==> src/hw/rtl/lsh_pkg.sv <==
`timescale 1ns / 1ps
`default_nettype none
// ----------------------------------------------------------------------------
// lsh_pkg
// Shared types and constants of the 3x3 Laplacian sharpening block.
// ----------------------------------------------------------------------------
package lsh_pkg;

    // default line store depth
    localparam int MAX_WIDTH_DEF = 1024;

    // configuration port
    localparam int CFG_IDX_W    = 1;
    localparam int CFG_DATA_W   = 12;
    localparam int WIDTH_REG_W  = 11;
    localparam int HEIGHT_REG_W = 12;

    localparam logic [CFG_IDX_W-1:0] REG_IMAGE_WIDTH  = 1'd0;
    localparam logic [CFG_IDX_W-1:0] REG_IMAGE_HEIGHT = 1'd1;

    localparam int WIDTH_RESET  = 512;
    localparam int HEIGHT_RESET = 512;
    localparam int MIN_DIM      = 3;

    // input word
    typedef struct packed {
        logic [7:0] pixel_in;
        logic       flush;
    } t_in_word;

    // output word
    typedef struct packed {
        logic [7:0] pixel_out;
        logic       last_of_frame;
    } t_out_word;

    // 3x3 window, cell r*3+c, column 2 is the newest
    typedef logic [8:0][7:0] t_window;

    // per-word control decoded from the frame position
    typedef struct packed {
        logic       keep;       // word enters the pipeline
        logic       emit_old;   // result is window cell 5 before the shift
        logic       emit_main;  // result comes from the shifted window
        logic       last;       // final word of the frame
        logic       interior;   // sharpen instead of pass-through
        logic       shift;      // window takes a new column
        logic       wr_line;    // line stores are updated
        logic [7:0] fresh;      // pixel entering the bottom row
    } t_item_ctrl;

endpackage
`default_nettype wire

==> src/hw/rtl/lsh_sharpen.sv <==
`timescale 1ns / 1ps
`default_nettype none
// ----------------------------------------------------------------------------
// lsh_sharpen
// Laplacian kernel: centre + (8*centre - neighbours)/16, saturated to 8 bits.
// ----------------------------------------------------------------------------
module lsh_sharpen (
    input  wire lsh_pkg::t_window i_win,
    output logic [7:0]            o_pix
);
    import lsh_pkg::*;

    logic [10:0]       nsum;
    logic signed [12:0] lap;
    logic signed [12:0] adj;
    logic signed [12:0] quo;
    logic signed [9:0]  val;

    always_comb begin
        // sum of the eight neighbours
        nsum = '0;
        for (int k = 0; k < 9; k++) begin
            if (k != 4) begin
                nsum = nsum + 11'(i_win[k]);
            end
        end
        lap = $signed({2'b00, i_win[4], 3'b000}) - $signed({2'b00, nsum});
        // divide by 16, rounding toward zero
        adj = lap + (lap[12] ? 13'sd15 : 13'sd0);
        quo = adj >>> 4;
        val = $signed({2'b00, i_win[4]}) + $signed(quo[9:0]);
        // saturate
        if (val < 10'sd0) begin
            o_pix = 8'd0;
        end else if (val > 10'sd255) begin
            o_pix = 8'd255;
        end else begin
            o_pix = val[7:0];
        end
    end

endmodule
`default_nettype wire

==> config.mk <==
export PLATFORM = sky130hd
export DESIGN_NAME = lsh_sharpen
export DESIGN_NICKNAME = d
export VERILOG_FILES = /design/src/hw/rtl/lsh_pkg.sv /design/src/hw/rtl/lsh_sharpen.sv
export SDC_FILE = /design/constraint.sdc
export NUM_CORES = 1
export LEC_CHECK = 0
export BUFFER_PORTS_ARGS = -buffer_cell sky130_fd_sc_hd__buf_2
export CAP_MARGIN = 10
export CELL_PAD_IN_SITES_DETAIL_PLACEMENT = 2
export CELL_PAD_IN_SITES_GLOBAL_PLACEMENT = 2
export CORE_AREA = 2 2 92 94
export DETAILED_ROUTE_END_ITERATION = 8
export DIE_AREA = 0 0 94 96
export PLACE_DENSITY = 0.89
export SLEW_MARGIN = 20
export SYNTH_ARGS = -nofsm -noshare
export SYNTH_HDL_FRONTEND = slang
export SYNTH_SLANG_ARGS = --single-unit
==> constraint.sdc <==
create_clock -name vclk -period 12.4
set_input_delay 0.62 -clock vclk [all_inputs]
set_output_delay 0.62 -clock vclk [all_outputs]
set_load 0.02 [all_outputs]
==> flow_metrics.tcl <==
set metrics [dict create \
    wire_per_inst_um 15.6 \
    yosysSeqAreaShare_pct 0 \
    endpoint_kind "output port" \
    maxCapViolCount 0 \
    syn_nets 456 \
    min_path_cells 5 \
    max_stage_delay_ns 0.57 \
    post-cts-setup-buffers 0 \
    fin_nets 536 \
    critPathKind "input port to output port" \
    hold_class "input port to output port" \
    overflow 0 \
    crit_fanout 8 \
    synthCells 301 \
    start_kind "input port" \
    die_area_um2 9020 \
    cp_common_cell "inv_1" \
    rsz0062_at_grt "false" \
    syn2layout_area_growth_pct 19.7 \
    syn_avg_cell_area_um2 8.79 \
    finalMaxSlewViolations 0 \
    vias 2344 \
    std_cell_rows 33 \
    insertedDiodeCount 0 \
    routed_wl_um 7570 \
    status "complete, no violations" \
    gp_congestion 0.844 \
    nFlopsAndLatches 0 \
    fmax_ghz 0.114 \
    post-route-min-period_ns 8.75 \
    fp.dieW_um 94 \
    start_util_pct 32.9 \
    crit_arrival_ns 8.13 \
    viasPerCell 4.84 \
    layout_common_cells "inv_1, buf_2, fa_1" \
    min_period_over_period_pct 70.6 \
    hold_viol 0 \
    place_hpwl_um 7240 \
    drt-pass1-iter-count 4 \
    ys_types 41 \
    min_to "o_pix[1]" \
    die_y_um 96 \
    worstMarginPinSlew_ns 0.533 \
    ctsHoldBuffers 0 \
    drt-initial-drc-count 38 \
    clock_buffers 0 \
    antenna_found_initial 0 \
    crit_buf_inv 7 \
    min_from "i_win[33]" \
    top_level_ports 80 \
    drc 0 \
    core_area_um2 8050 \
    setup_tns_ns 0 \
    grt_util_all_layers_pct 18.0 \
    yosys_warnings 0 \
    cp_slowest_cell "fa_1" \
    post_cts_resize_count 0 \
    required_ns 11.78 \
    grt_first_pass_wirelength_um 12800 \
    relSlewSlack_pct 64.4 \
    setup_viol 0 \
    drive_above_1_share_pct 24.3 \
    crit_family "adder cells" \
    grt_pass1_vias 2856 \
    syn-cell-area_um2 2650 \
    ant_nets 0 \
    portBuffers 80 \
    regArea_um2 0 \
    grt_max_degree 11 \
    layout_commonest_cell "inv_1" \
]
[cells by family after synthesis]
group,share of synthesized area (%)
buf+inv,12.9
fa+ha+maj,54.6
compound gates,14.4
simple gates,9.84
xor+xnor,8.28
[stage by stage]
step / util (%) / instances / instance area (um^2) / hold slack (ns) / worst slack, ns
after detailed placement: 39.3 / 484 / 3170 / 1.88 / 3.64
after global placement: 39.3 / 484 / 3170 / 1.88 / 4.19
after floorplan: - / 301 / 2650 / 1.62 / 4.59
after global routing: 39.3 / 484 / 3170 / 1.94 / 2.98
after CTS: 39.3 / 484 / 3170 / 1.88 / 3.63
final: 39.3 / 484 / 3170 / 1.87 / 3.65
[Yosys cell counts (3+ instances only)]
cell      instances  share of area (%)
a21o_1            5                1.4
a21oi_1          25                4.7
fa_1             54                 41
ha_1             29                 14
inv_1            88                 12
nand2_1          10                1.4
nor2_1           17                2.4
nor3_1            6                1.1
o21ai_0           8                1.5
o21bai_1          3               0.85
xnor2_1          11                3.6
xor2_1            9                3.0
[how the worst max path moves through the flow]
stage / start / endpoint / slack, ns / depth (start not counted)
floorplan: i_win[12] / o_pix[0] / 4.59 / 30
global placement: i_win[44] / o_pix[6] / 4.19 / 31
detailed placement: i_win[44] / o_pix[3] / 3.64 / 30
CTS: i_win[44] / o_pix[3] / 3.63 / 30
global route: i_win[9] / o_pix[5] / 2.98 / 30
finish: i_win[44] / o_pix[3] / 3.65 / 30
[metal layers]
layer	global-route usage (%)	share of wire, %	up-vias
li1	-	-	1101
met1	16.9	33	1162
met2	40.6	61	65
met3	0.940	3.0	16
met4	4.71	3.0	0
met5	0	0	-
[final cells by class]
type | count | area, um^2
fillers | 953 | 4880
inverters | 88 | 330
well taps | 105 | 131
multi-input cells | 211 | 2300
repair buffers | 80 | 400
Power is not shown: default switching activity piles up to over one toggle a cycle in this logic, so the estimate is an artifact.
