File: src/hw/rtl/lsh_pkg.sv
`timescale 1ns / 1ps
`default_nettype none
// ----------------------------------------------------------------------------
// lsh_pkg
// Shared types and constants of the 3x3 Laplacian sharpening block.
// ----------------------------------------------------------------------------
package lsh_pkg;

    // default line store depth
    localparam int MAX_WIDTH_DEF = 1024;

    // configuration port
    localparam int CFG_IDX_W    = 1;
    localparam int CFG_DATA_W   = 12;
    localparam int WIDTH_REG_W  = 11;
    localparam int HEIGHT_REG_W = 12;

    localparam logic [CFG_IDX_W-1:0] REG_IMAGE_WIDTH  = 1'd0;
    localparam logic [CFG_IDX_W-1:0] REG_IMAGE_HEIGHT = 1'd1;

    localparam int WIDTH_RESET  = 512;
    localparam int HEIGHT_RESET = 512;
    localparam int MIN_DIM      = 3;

    // input word
    typedef struct packed {
        logic [7:0] pixel_in;
        logic       flush;
    } t_in_word;

    // output word
    typedef struct packed {
        logic [7:0] pixel_out;
        logic       last_of_frame;
    } t_out_word;

    // 3x3 window, cell r*3+c, column 2 is the newest
    typedef logic [8:0][7:0] t_window;

    // per-word control decoded from the frame position
    typedef struct packed {
        logic       keep;       // word enters the pipeline
        logic       emit_old;   // result is window cell 5 before the shift
        logic       emit_main;  // result comes from the shifted window
        logic       last;       // final word of the frame
        logic       interior;   // sharpen instead of pass-through
        logic       shift;      // window takes a new column
        logic       wr_line;    // line stores are updated
        logic [7:0] fresh;      // pixel entering the bottom row
    } t_item_ctrl;

endpackage
`default_nettype wire

File: src/hw/rtl/lsh_window.sv
`timescale 1ns / 1ps
`default_nettype none
// ----------------------------------------------------------------------------
// lsh_window
// 3x3 pixel window, shifted left by one column per pixel.
// ----------------------------------------------------------------------------
module lsh_window (
    input  wire logic       i_clk,
    input  wire logic       i_rst_n,
    input  wire logic       i_shift,
    input  wire logic [7:0] i_up,
    input  wire logic [7:0] i_mid,
    input  wire logic [7:0] i_fresh,
    output lsh_pkg::t_window o_win
);
    import lsh_pkg::*;

    t_window r_win;

    // shift in a new right column
    always_ff @(posedge i_clk) begin
        if (!i_rst_n) begin
            r_win <= '0;
        end else if (i_shift) begin
            for (int r = 0; r < 3; r++) begin
                r_win[r*3+0] <= r_win[r*3+1];
                r_win[r*3+1] <= r_win[r*3+2];
            end
            r_win[2] <= i_up;
            r_win[5] <= i_mid;
            r_win[8] <= i_fresh;
        end
    end

    assign o_win = r_win;

endmodule
`default_nettype wire

File: config.mk
export PLATFORM = sky130hd
export DESIGN_NAME = lsh_window
export DESIGN_NICKNAME = d
export VERILOG_FILES = /design/src/hw/rtl/lsh_pkg.sv /design/src/hw/rtl/lsh_window.sv
export SDC_FILE = /design/constraint.sdc
export NUM_CORES = 1
export LEC_CHECK = 0
export ABC_AREA = 1
export BUFFER_PORTS_ARGS = -buffer_cell sky130_fd_sc_hd__buf_2
export CAP_MARGIN = 20
export CORE_MARGIN = 2
export CORE_UTILIZATION = 50
export CTS_CLUSTER_DIAMETER = 60
export DETAILED_ROUTE_END_ITERATION = 8
export PLACE_DENSITY_LB_ADDON = 0.12
export SLEW_MARGIN = 40
export SYNTH_ARGS = -nofsm -noshare
export SYNTH_HDL_FRONTEND = slang
export SYNTH_SLANG_ARGS = --single-unit
File: constraint.sdc
create_clock -name i_clk -period 1.9 [get_ports i_clk]
set_input_delay 0.095 -clock i_clk [delete_from_list [all_inputs] [get_ports i_clk]]
set_output_delay 0.095 -clock i_clk [all_outputs]
set_load 0.01 [all_outputs]
==> impl_results.md <==
- Critical Path Fanout Max: 3
- Drt pass-1 iters: 5
- DP HPWL: 3.51 mm
- WHS: 0.0435 ns
- Vias: 2595
- Multi-input logic area: 1080 um^2
- Number of flip-flops in the largest register: 72
- Place WS: 0.795 ns
- Relative slew slack: 0.712
- Post-Syn Area: 2960 um^2
- Slowest-stage cell, CP: dfxtp_1
- CTS-repair resized insts: 0
- Peak supply drop: 0.502 mV
- Die area: 6550 um^2
- Max frequency: 1060 MHz
- Dominant cell type by area after synthesis: dfxtp_1
- H-tree depth: 3
- Post-DR wirelength/cell: 8.73 um
- Hold Path Class: primary input to register
- # Post-CTS Setup Buffers: 0
- Port Buffers: 98
- Initial antenna violation count: 0
- DRT antenna net count: 0
- Worst EP required: 1.80 ns
- Critical path, cell by cell: buf_2
- Layout cells sized above 1: 0.211
- CP max stage delay: 0.37 ns
- CORE AREA: 5820 um^2
- Setup_tns: 0 ns
- Asr flop ratio synth: 0
- EDFF count, synth: 0
- Clk sinks: 72
- Register area share after synthesis: 0.487
- Area Growth Syn to Fin: 22.5%
- Hold_buf cts: 0
- Nets: 571
- Worst EP arrival: 0.85 ns
- Outcome: finished, final reports clean
- Minimum clock period: 0.944 ns
- Delay-heaviest family, CP: flip-flops
- Post-placement cell count: 608
- Post-synth net total: 483
- Final instance area: 3620 um^2
- Setup WS post-layout: 0.956 ns
- Number of global-route vias before repair: 2099
- Leading cell types by count after synthesis: nand2_1, nor2_1, dfxtp_1, inv_1, buf_2
- CTS Buf Count: 9
- Total gr overflow: 0
- Vias per std cell: 4.16
- Crit end category: primary output
- Maximum capacitance violations: 0
- Placement-stage cell area: 3440 um^2
- FF+latch area: 1440 um^2
- Clock Tree Root: clkbuf_8
- GPL Wtd Cong: 0.749
- Pwr per Cell Area: 890 nW/um^2
- Synth warn: 0
- Synth unique cells: 7
- Critical path buffers and inverters: 1
- RSZ-0062 raised after global routing: no
- Cell row count: 28
- Clk buf depth: 2
- Area contributors post-synth: dfxtp_1, nand2_1, nor2_1
- Leakage: 2.12 nW
- Setup violations, final: 0
- Finished Layout Cells: 624
- Worst-margin pin slew: 0.431 ns
- Gr usage total: 0.170
- Initial detailed-routing violation count: 103
- Pin count of the biggest net entering global routing: 73
- Effective utilization at floorplan: 0.509
- Die Y: 80.9 um
- Final Skew: 0.00954 ns
- Worst-path clk slew: 0.08 ns
- Top-area cell type share of the netlist area: 0.487
- Synth Register Bits: 72
- Fin. Hold Viols: 0
- Cells after synthesis: 456
- Die width: 80.9 um
- CTS tree: yes
- Startpoint types: register
- DRC Markers: 0
- Overall Power: 3.23 mW
- Avg Cell Area, Syn: 6.49 um^2
- Worst-Skew Late Latency: 0.33 ns
- Finished Core Util: 0.623
- Inserted Diodes: 0
- First-pass GRT wire length: 8.84 mm
- Kind of critical path: register to primary output
- Dominant synthesized flop cell: dfxtp_1
- Fill cells: 581
- Pins Over Slew Limit: 0
- Final period util: 0.497
- DRT Wirelength: 5.45 mm
- IO Pins: 99
## worst min-delay path: cells and delay by family
family | cells | cell delay [ns]
buffers and inverters | 2 | 0.10
AND/OR/NAND/NOR | 3 | 0.15
## cells by family (layout without fill, tap and decap cells)
group,Yosys count,count (layout),synth area share
DFF,72,72,0.487
buffers and inverters,96,189,0.148
and+or+nand+nor,288,288,0.365
## final timing paths
path / start / endpoint / slack (ns) / cells after the start
max: o_win[16] / o_win[16] / 0.96 / 1
min: i_up[3] / o_win[19] / 0.04 / 5
max reg2reg: o_win[16] / o_win[8] / 1.24 / 4
min reg2reg: o_win[1] / o_win[1] / 0.47 / 2
## report_power, final
group | internal, mW | switching [mW] | leakage (nW)
Clock | 0.575 | 0.522 | 0.0992
Combinational | 0.191 | 0.266 | 1.42
Sequential | 1.61 | 0.0624 | 0.597
## final cells by class
class / instances / share of cell area
multi-input cells: 288 / 0.298
flip-flops and latches: 72 / 0.398
clock buffers: 13 / 0.0466
repair buffers: 101 / 0.153
well taps: 75 / 0.0259
clock inverters: 3 / 0.00414
inverters: 72 / 0.0746
## placed cells by master (no fill, tap or decap), drive strengths merged
master / count
buf: 101
clkinv: 3
nor2: 144
inv: 72
dfxtp: 72
nand2: 144
clkbuf: 13
## layer usage
layer | vias up | track usage | wire (um)
met3 | 7 | 0.0511 | 333
met1 | 1057 | 0.213 | 2660
met4 | 0 | 0.0712 | 69
met5 | - | 0 | 0
met2 | 70 | 0.274 | 2380
li1 | 1461 | - | -
No activity file was read; power rests on OpenSTA's default activity.
