--- src/hw/rtl/lsh_pkg.sv ---
`timescale 1ns / 1ps
`default_nettype none
// ----------------------------------------------------------------------------
// lsh_pkg
// Shared types and constants of the 3x3 Laplacian sharpening block.
// ----------------------------------------------------------------------------
package lsh_pkg;

    // default line store depth
    localparam int MAX_WIDTH_DEF = 1024;

    // configuration port
    localparam int CFG_IDX_W    = 1;
    localparam int CFG_DATA_W   = 12;
    localparam int WIDTH_REG_W  = 11;
    localparam int HEIGHT_REG_W = 12;

    localparam logic [CFG_IDX_W-1:0] REG_IMAGE_WIDTH  = 1'd0;
    localparam logic [CFG_IDX_W-1:0] REG_IMAGE_HEIGHT = 1'd1;

    localparam int WIDTH_RESET  = 512;
    localparam int HEIGHT_RESET = 512;
    localparam int MIN_DIM      = 3;

    // input word
    typedef struct packed {
        logic [7:0] pixel_in;
        logic       flush;
    } t_in_word;

    // output word
    typedef struct packed {
        logic [7:0] pixel_out;
        logic       last_of_frame;
    } t_out_word;

    // 3x3 window, cell r*3+c, column 2 is the newest
    typedef logic [8:0][7:0] t_window;

    // per-word control decoded from the frame position
    typedef struct packed {
        logic       keep;       // word enters the pipeline
        logic       emit_old;   // result is window cell 5 before the shift
        logic       emit_main;  // result comes from the shifted window
        logic       last;       // final word of the frame
        logic       interior;   // sharpen instead of pass-through
        logic       shift;      // window takes a new column
        logic       wr_line;    // line stores are updated
        logic [7:0] fresh;      // pixel entering the bottom row
    } t_item_ctrl;

endpackage
`default_nettype wire

--- src/hw/rtl/lsh_frame_ctrl.sv ---
`timescale 1ns / 1ps
`default_nettype none
// ----------------------------------------------------------------------------
// lsh_frame_ctrl
// Image size registers, row/column counters and drain sequencing; decodes
// what each incoming word does.
// ----------------------------------------------------------------------------
module lsh_frame_ctrl #(
    parameter int  MAX_WIDTH = lsh_pkg::MAX_WIDTH_DEF,
    localparam int AW        = $clog2(MAX_WIDTH)
) (
    input  wire logic                           i_clk,
    input  wire logic                           i_rst_n,
    input  wire logic                           i_cfg_we,
    input  wire logic [lsh_pkg::CFG_IDX_W-1:0]  i_cfg_idx,
    input  wire logic [lsh_pkg::CFG_DATA_W-1:0] i_cfg_data,
    input  wire logic                           i_accept,
    input  wire lsh_pkg::t_in_word              i_word,
    output lsh_pkg::t_item_ctrl                 o_ctrl,
    output logic [AW-1:0]                       o_col
);
    import lsh_pkg::*;

    localparam int WW    = $clog2(MAX_WIDTH + 1);
    localparam int CW    = (WW > WIDTH_REG_W) ? WW : WIDTH_REG_W;
    localparam int W_RST = (WIDTH_RESET > MAX_WIDTH) ? MAX_WIDTH : WIDTH_RESET;

    localparam logic [1:0] DRN_TAKE  = 2'd0;
    localparam logic [1:0] DRN_TAIL  = 2'd1;
    localparam logic [1:0] DRN_FINAL = 2'd2;

    logic [WW-1:0]           r_w, n_w;
    logic [HEIGHT_REG_W-1:0] r_h, n_h;
    logic [HEIGHT_REG_W-1:0] r_row;
    logic [AW-1:0]           r_col;
    logic [1:0]              r_drain;
    logic [CW-1:0]           cfg_w;
    logic                    col_last;
    logic                    row_last;

    // clamp written sizes to the usable range
    always_comb begin
        cfg_w = CW'(i_cfg_data[WIDTH_REG_W-1:0]);
        if (cfg_w < CW'(MIN_DIM)) begin
            n_w = WW'(MIN_DIM);
        end else if (cfg_w > CW'(MAX_WIDTH)) begin
            n_w = WW'(MAX_WIDTH);
        end else begin
            n_w = WW'(cfg_w);
        end
        if (i_cfg_data[HEIGHT_REG_W-1:0] < HEIGHT_REG_W'(MIN_DIM)) begin
            n_h = HEIGHT_REG_W'(MIN_DIM);
        end else begin
            n_h = i_cfg_data[HEIGHT_REG_W-1:0];
        end
    end

    assign col_last = ((WW'(r_col) + WW'(1)) == r_w);
    assign row_last = ((r_row + HEIGHT_REG_W'(1)) >= r_h);
    assign o_col    = r_col;

    // word decode
    always_comb begin
        o_ctrl = '0;
        unique case (r_drain)
            DRN_TAKE: begin
                o_ctrl.keep      = !i_word.flush;
                o_ctrl.shift     = !i_word.flush;
                o_ctrl.wr_line   = !i_word.flush;
                o_ctrl.emit_old  = !i_word.flush && (r_col == '0)
                                   && (r_row >= HEIGHT_REG_W'(2));
                o_ctrl.emit_main = !i_word.flush && (r_col != '0) && (r_row != '0);
                o_ctrl.interior  = (r_row >= HEIGHT_REG_W'(2)) && (r_col >= AW'(2));
                o_ctrl.fresh     = i_word.pixel_in;
            end
            DRN_TAIL: begin
                o_ctrl.keep      = 1'b1;
                o_ctrl.shift     = 1'b1;
                o_ctrl.emit_old  = (r_col == '0);
                o_ctrl.emit_main = (r_col != '0);
            end
            DRN_FINAL: begin
                o_ctrl.keep     = 1'b1;
                o_ctrl.emit_old = 1'b1;
                o_ctrl.last     = 1'b1;
            end
            default: begin
                o_ctrl = '0;
            end
        endcase
    end

    // size registers and frame position
    always_ff @(posedge i_clk) begin
        if (!i_rst_n) begin
            r_w     <= WW'(W_RST);
            r_h     <= HEIGHT_REG_W'(HEIGHT_RESET);
            r_row   <= '0;
            r_col   <= '0;
            r_drain <= DRN_TAKE;
        end else if (i_cfg_we) begin
            if (i_cfg_idx == REG_IMAGE_WIDTH) begin
                r_w <= n_w;
            end
            if (i_cfg_idx == REG_IMAGE_HEIGHT) begin
                r_h <= n_h;
            end
            r_row   <= '0;
            r_col   <= '0;
            r_drain <= DRN_TAKE;
        end else if (i_accept && o_ctrl.keep) begin
            if (r_drain == DRN_FINAL) begin
                r_row   <= '0;
                r_col   <= '0;
                r_drain <= DRN_TAKE;
            end else if (col_last) begin
                r_col <= '0;
                if (r_drain == DRN_TAIL) begin
                    r_drain <= DRN_FINAL;
                end else if (row_last) begin
                    r_row   <= '0;
                    r_drain <= DRN_TAIL;
                end else begin
                    r_row <= r_row + HEIGHT_REG_W'(1);
                end
            end else begin
                r_col <= r_col + AW'(1);
            end
        end
    end

endmodule
`default_nettype wire

--- config.mk ---
export PLATFORM = sky130hd
export DESIGN_NAME = lsh_frame_ctrl
export DESIGN_NICKNAME = d
export VERILOG_FILES = /design/src/hw/rtl/lsh_pkg.sv /design/src/hw/rtl/lsh_frame_ctrl.sv
export SDC_FILE = /design/constraint.sdc
export NUM_CORES = 1
export LEC_CHECK = 0
export BUFFER_PORTS_ARGS = -buffer_cell sky130_fd_sc_hd__buf_2
export CAP_MARGIN = 20
export CORE_AREA = 2 2 85 87
export CTS_CLUSTER_SIZE = 20
export DETAILED_ROUTE_END_ITERATION = 6
export DIE_AREA = 0 0 87 89
export HOLD_SLACK_MARGIN = 0.05
export PLACE_DENSITY = 0.68
export SLEW_MARGIN = 20
export SYNTH_ARGS = -nofsm -noshare
export SYNTH_HDL_FRONTEND = slang
export SYNTH_SLANG_ARGS = --single-unit
export TNS_END_PERCENT = 10
--- constraint.sdc ---
create_clock -name i_clk -period 7.3 [get_ports i_clk]
set_input_delay 1.46 -clock i_clk [delete_from_list [all_inputs] [get_ports i_clk]]
set_output_delay 1.46 -clock i_clk [all_outputs]
set_load 0.01 [all_outputs]
==> impl_results.md <==
- Initial DRC Count: 109
- FF-to-FF setup slack: 3.90 ns
- Die X: 87 µm
- Worst hold slack: 0.468 ns
- Internal power: 0.000351 W
- # resized after CTS: 0
- Drt pass-1 iters: 4
- Top-area cell type share of the netlist area: a little under a third
- Met1 Wirelength: 3460 µm
- Worst r2r src: r_row[1]
- Worst Hold Class: register to register
- Std cell rows: 30
- CTS Buffer Depth: 2
- Worst slew pin tran: between 0.8 and 0.9 ns
- Setup crit start kind: input port
- Syn Nets: 404
- Sum Neg Setup Slack: 0 ns
- Chip Height: 89 µm
- Ranking of synthesized cells by area: dfxtp_1 (32%), ha_1 (9.2%), xnor2_1 (4.7%)
- Cell Pwr Density: 142 nW/µm²
- Setup bufs post-CTS: 0
- Root Buffer: clkbuf_8
- Max-slew violations: 0
- Vias in the first global route: 2411
- TritonCTS clock tree: built
- H-tree depth: 2
- WL/cell: around 15 µm
- Most frequent cells in the layout: buf_2 (50), dfxtp_1 (47), nand2_1 (36)
- CP required: 5.84 ns
- First-pass GRT wire length: approximately 11000 µm
- R2R depth: 12
- Port bufs: 50
- Routed wire length on met2: 3110 µm
- Combinational share of power: 11.8%
- Area Overhead vs Synth: 11.3%
- Cts-stage hold buffer count: 0
- WHS Endpoint: r_h[6]
- Post-route ant nets: 0
- CTS Sinks: 47
- R2R Path End: r_row[0]
- Antenna diodes: 0
- Worst-path maximum fanout: 5
- VDD IR max: 0.0678 mV
- Metal3 WL: between 200 and 300 µm
- Initial antenna violation count: 0
- Yosys cell types: between 50 and 60
- Hold path startpoint: r_h[6]
- GP Congestion: between 0.8 and 0.9
- NumNets Final: roughly 450
- Yosys top cell by area: dfxtp_1
- Sequential element share of the synthesized area: 31.5%
- Largest net degree at the start of global routing: 26
- Core area: 6720 µm²
- Synth async-reset ratio: 0%
- Insertion delay to the later sink of the worst-skew pair: 0.30 ns
- Clock Skews: 0.00455 ns
- Via count: 2637
- Mean Syn Cell Area: 8.39 µm²
- Detailed placement HPWL: 5260 µm
- Fin. Hold Viols: 0
- Power share of the clock group: 31.7%
- Sw Ratio: between 20 and 30%
- Cells after synthesis: between 300 and 400
- Post-synth EDFFs: 0
- Slew HR: ~46%
- Layout fillers: 655
- Via density per instance: 5.53
- Flops & latches, synth: 47
- Initial Util: ~44%
- Max Clock Freq: 268 MHz
- RSZ-0062 raised after global routing: no
- Clock transition at the registers of the reported paths: roughly 0.08 ns
- Final wirelength: 6920 µm
- Kind of critical path: input port to output pin
- Nature of the critical path endpoint: output pin
- Leak: 1.46 nW
- Sequential cell fraction of total power: 56.5%
- Cts bufs inserted: 5
- Layout cell share with drive strength beyond 1: roughly 20%
- Most common cell after layout, fill and taps aside: buf_2
- Hold path cells: 2
- Final-report setup violation count: 0
- Primary FF master, synth: dfxtp_1
- Die area: 7740 µm²
- Psw: 0.000120 W
- Global Route Usage Sum: 18.6%
- Arrival time worst endpoint: ~2.3 ns
- Outcome: complete, no violations
- Final Critical Period: 3.72 ns
- Period utilization: 51.0%
- I/O pins: 51
- Max cap viols: 0
- Netlist Area Pre-Place: 2990 µm²
- Max layer used: met4
- Residual DRC count: 0
- Ys Warns: 0
- Gr ovfl total: 0
critical path, stage by stage:
cell     delay [ns]
buf_2          0.09
nor2b_1        0.25
a21oi_1        0.11
nor2_1         0.09
nor2_1         0.04
nor2_1         0.08
buf_2          0.13
how the worst max path moves through the flow:
stage                     startpoint         end  slack, ns  depth (start not counted)
final                      i_word[0]  o_ctrl[13]       3.58                          7
after global routing       i_word[0]  o_ctrl[13]       3.47                          7
after CTS                  i_word[0]  o_ctrl[13]       3.57                          7
after detailed placement   i_word[0]  o_ctrl[13]       3.57                          7
after global placement     i_word[0]  o_ctrl[13]       3.63                          7
after floorplan            i_word[0]  o_ctrl[13]       3.68                          5
area by class of cell:
cell class / count / area, µm² / share of cell area, %
Clock buffer: 6 / 72.6 / 2.18
Inverter: 25 / 93.8 / 2.82
Multi-Input combinational cell: 268 / 1860 / 55.9
Sequential cell: 47 / 941 / 28.3
Tap cell: 80 / 100 / 3.01
Timing Repair Buffer: 51 / 258 / 7.76
power by group through the flow:
stage               combinational [W]  sequential [W]  clock (W)
detailed placement          0.0000553        0.000272          0
global placement            0.0000543        0.000272          0
floorplan                   0.0000367        0.000271          0
CTS                         0.0000556        0.000266   0.000152
global route                0.0000619        0.000267   0.000160
finish                      0.0000553        0.000266   0.000149
stage by stage:
step / std cells / area (µm²) / power [W] / setup slack [ns] / util (%)
floorplan: 356 / 2990 / 0.000308 / 3.68 / -
global placement: 471 / 3250 / 0.000326 / 3.63 / 48.4
detailed placement: 471 / 3250 / 0.000327 / 3.57 / 48.4
CTS: 477 / 3320 / 0.000474 / 3.57 / 49.5
global route: 477 / 3320 / 0.000489 / 3.47 / 49.5
finish: 477 / 3320 / 0.000470 / 3.58 / 49.5
sequential cells by signal, summed over array words and instances (netlist names):
register  count
r_row        12
r_drain       2
r_w          11
r_h          12
o_col        10
cell usage after synthesis, types with 5 or more instances:
cell type	number
a21boi_0	9
a21oi_1	13
a22o_1	15
a22oi_1	5
a31o_2	8
and2_1	11
and3_1	5
clkbuf_1	10
dfxtp_1	47
ha_1	22
inv_1	25
nand2_1	36
nand2b_1	8
nand3_1	15
nor2_1	23
nor2b_1	12
nor4_1	8
xnor2_1	16
xor2_1	6
cell families after synthesis:
group                      share of synthesized area [%]
AOI/OAI and AO/OA                                   20.8
xor gates and xnor gates                            6.45
adders and majority gates                           9.22
buffers and inverters                               6.24
DFF                                                 31.5
muxes                                              0.712
and+or+nand+nor                                     25.0
per-layer routing:
metal  GRT usage (%)  vias to the layer above
li1                -                     1347
met1            26.3                     1228
met2            29.5                       58
met3            2.95                        4
met4            5.26                        0
met5               0                        -
Power figures use the tool's default switching activity.
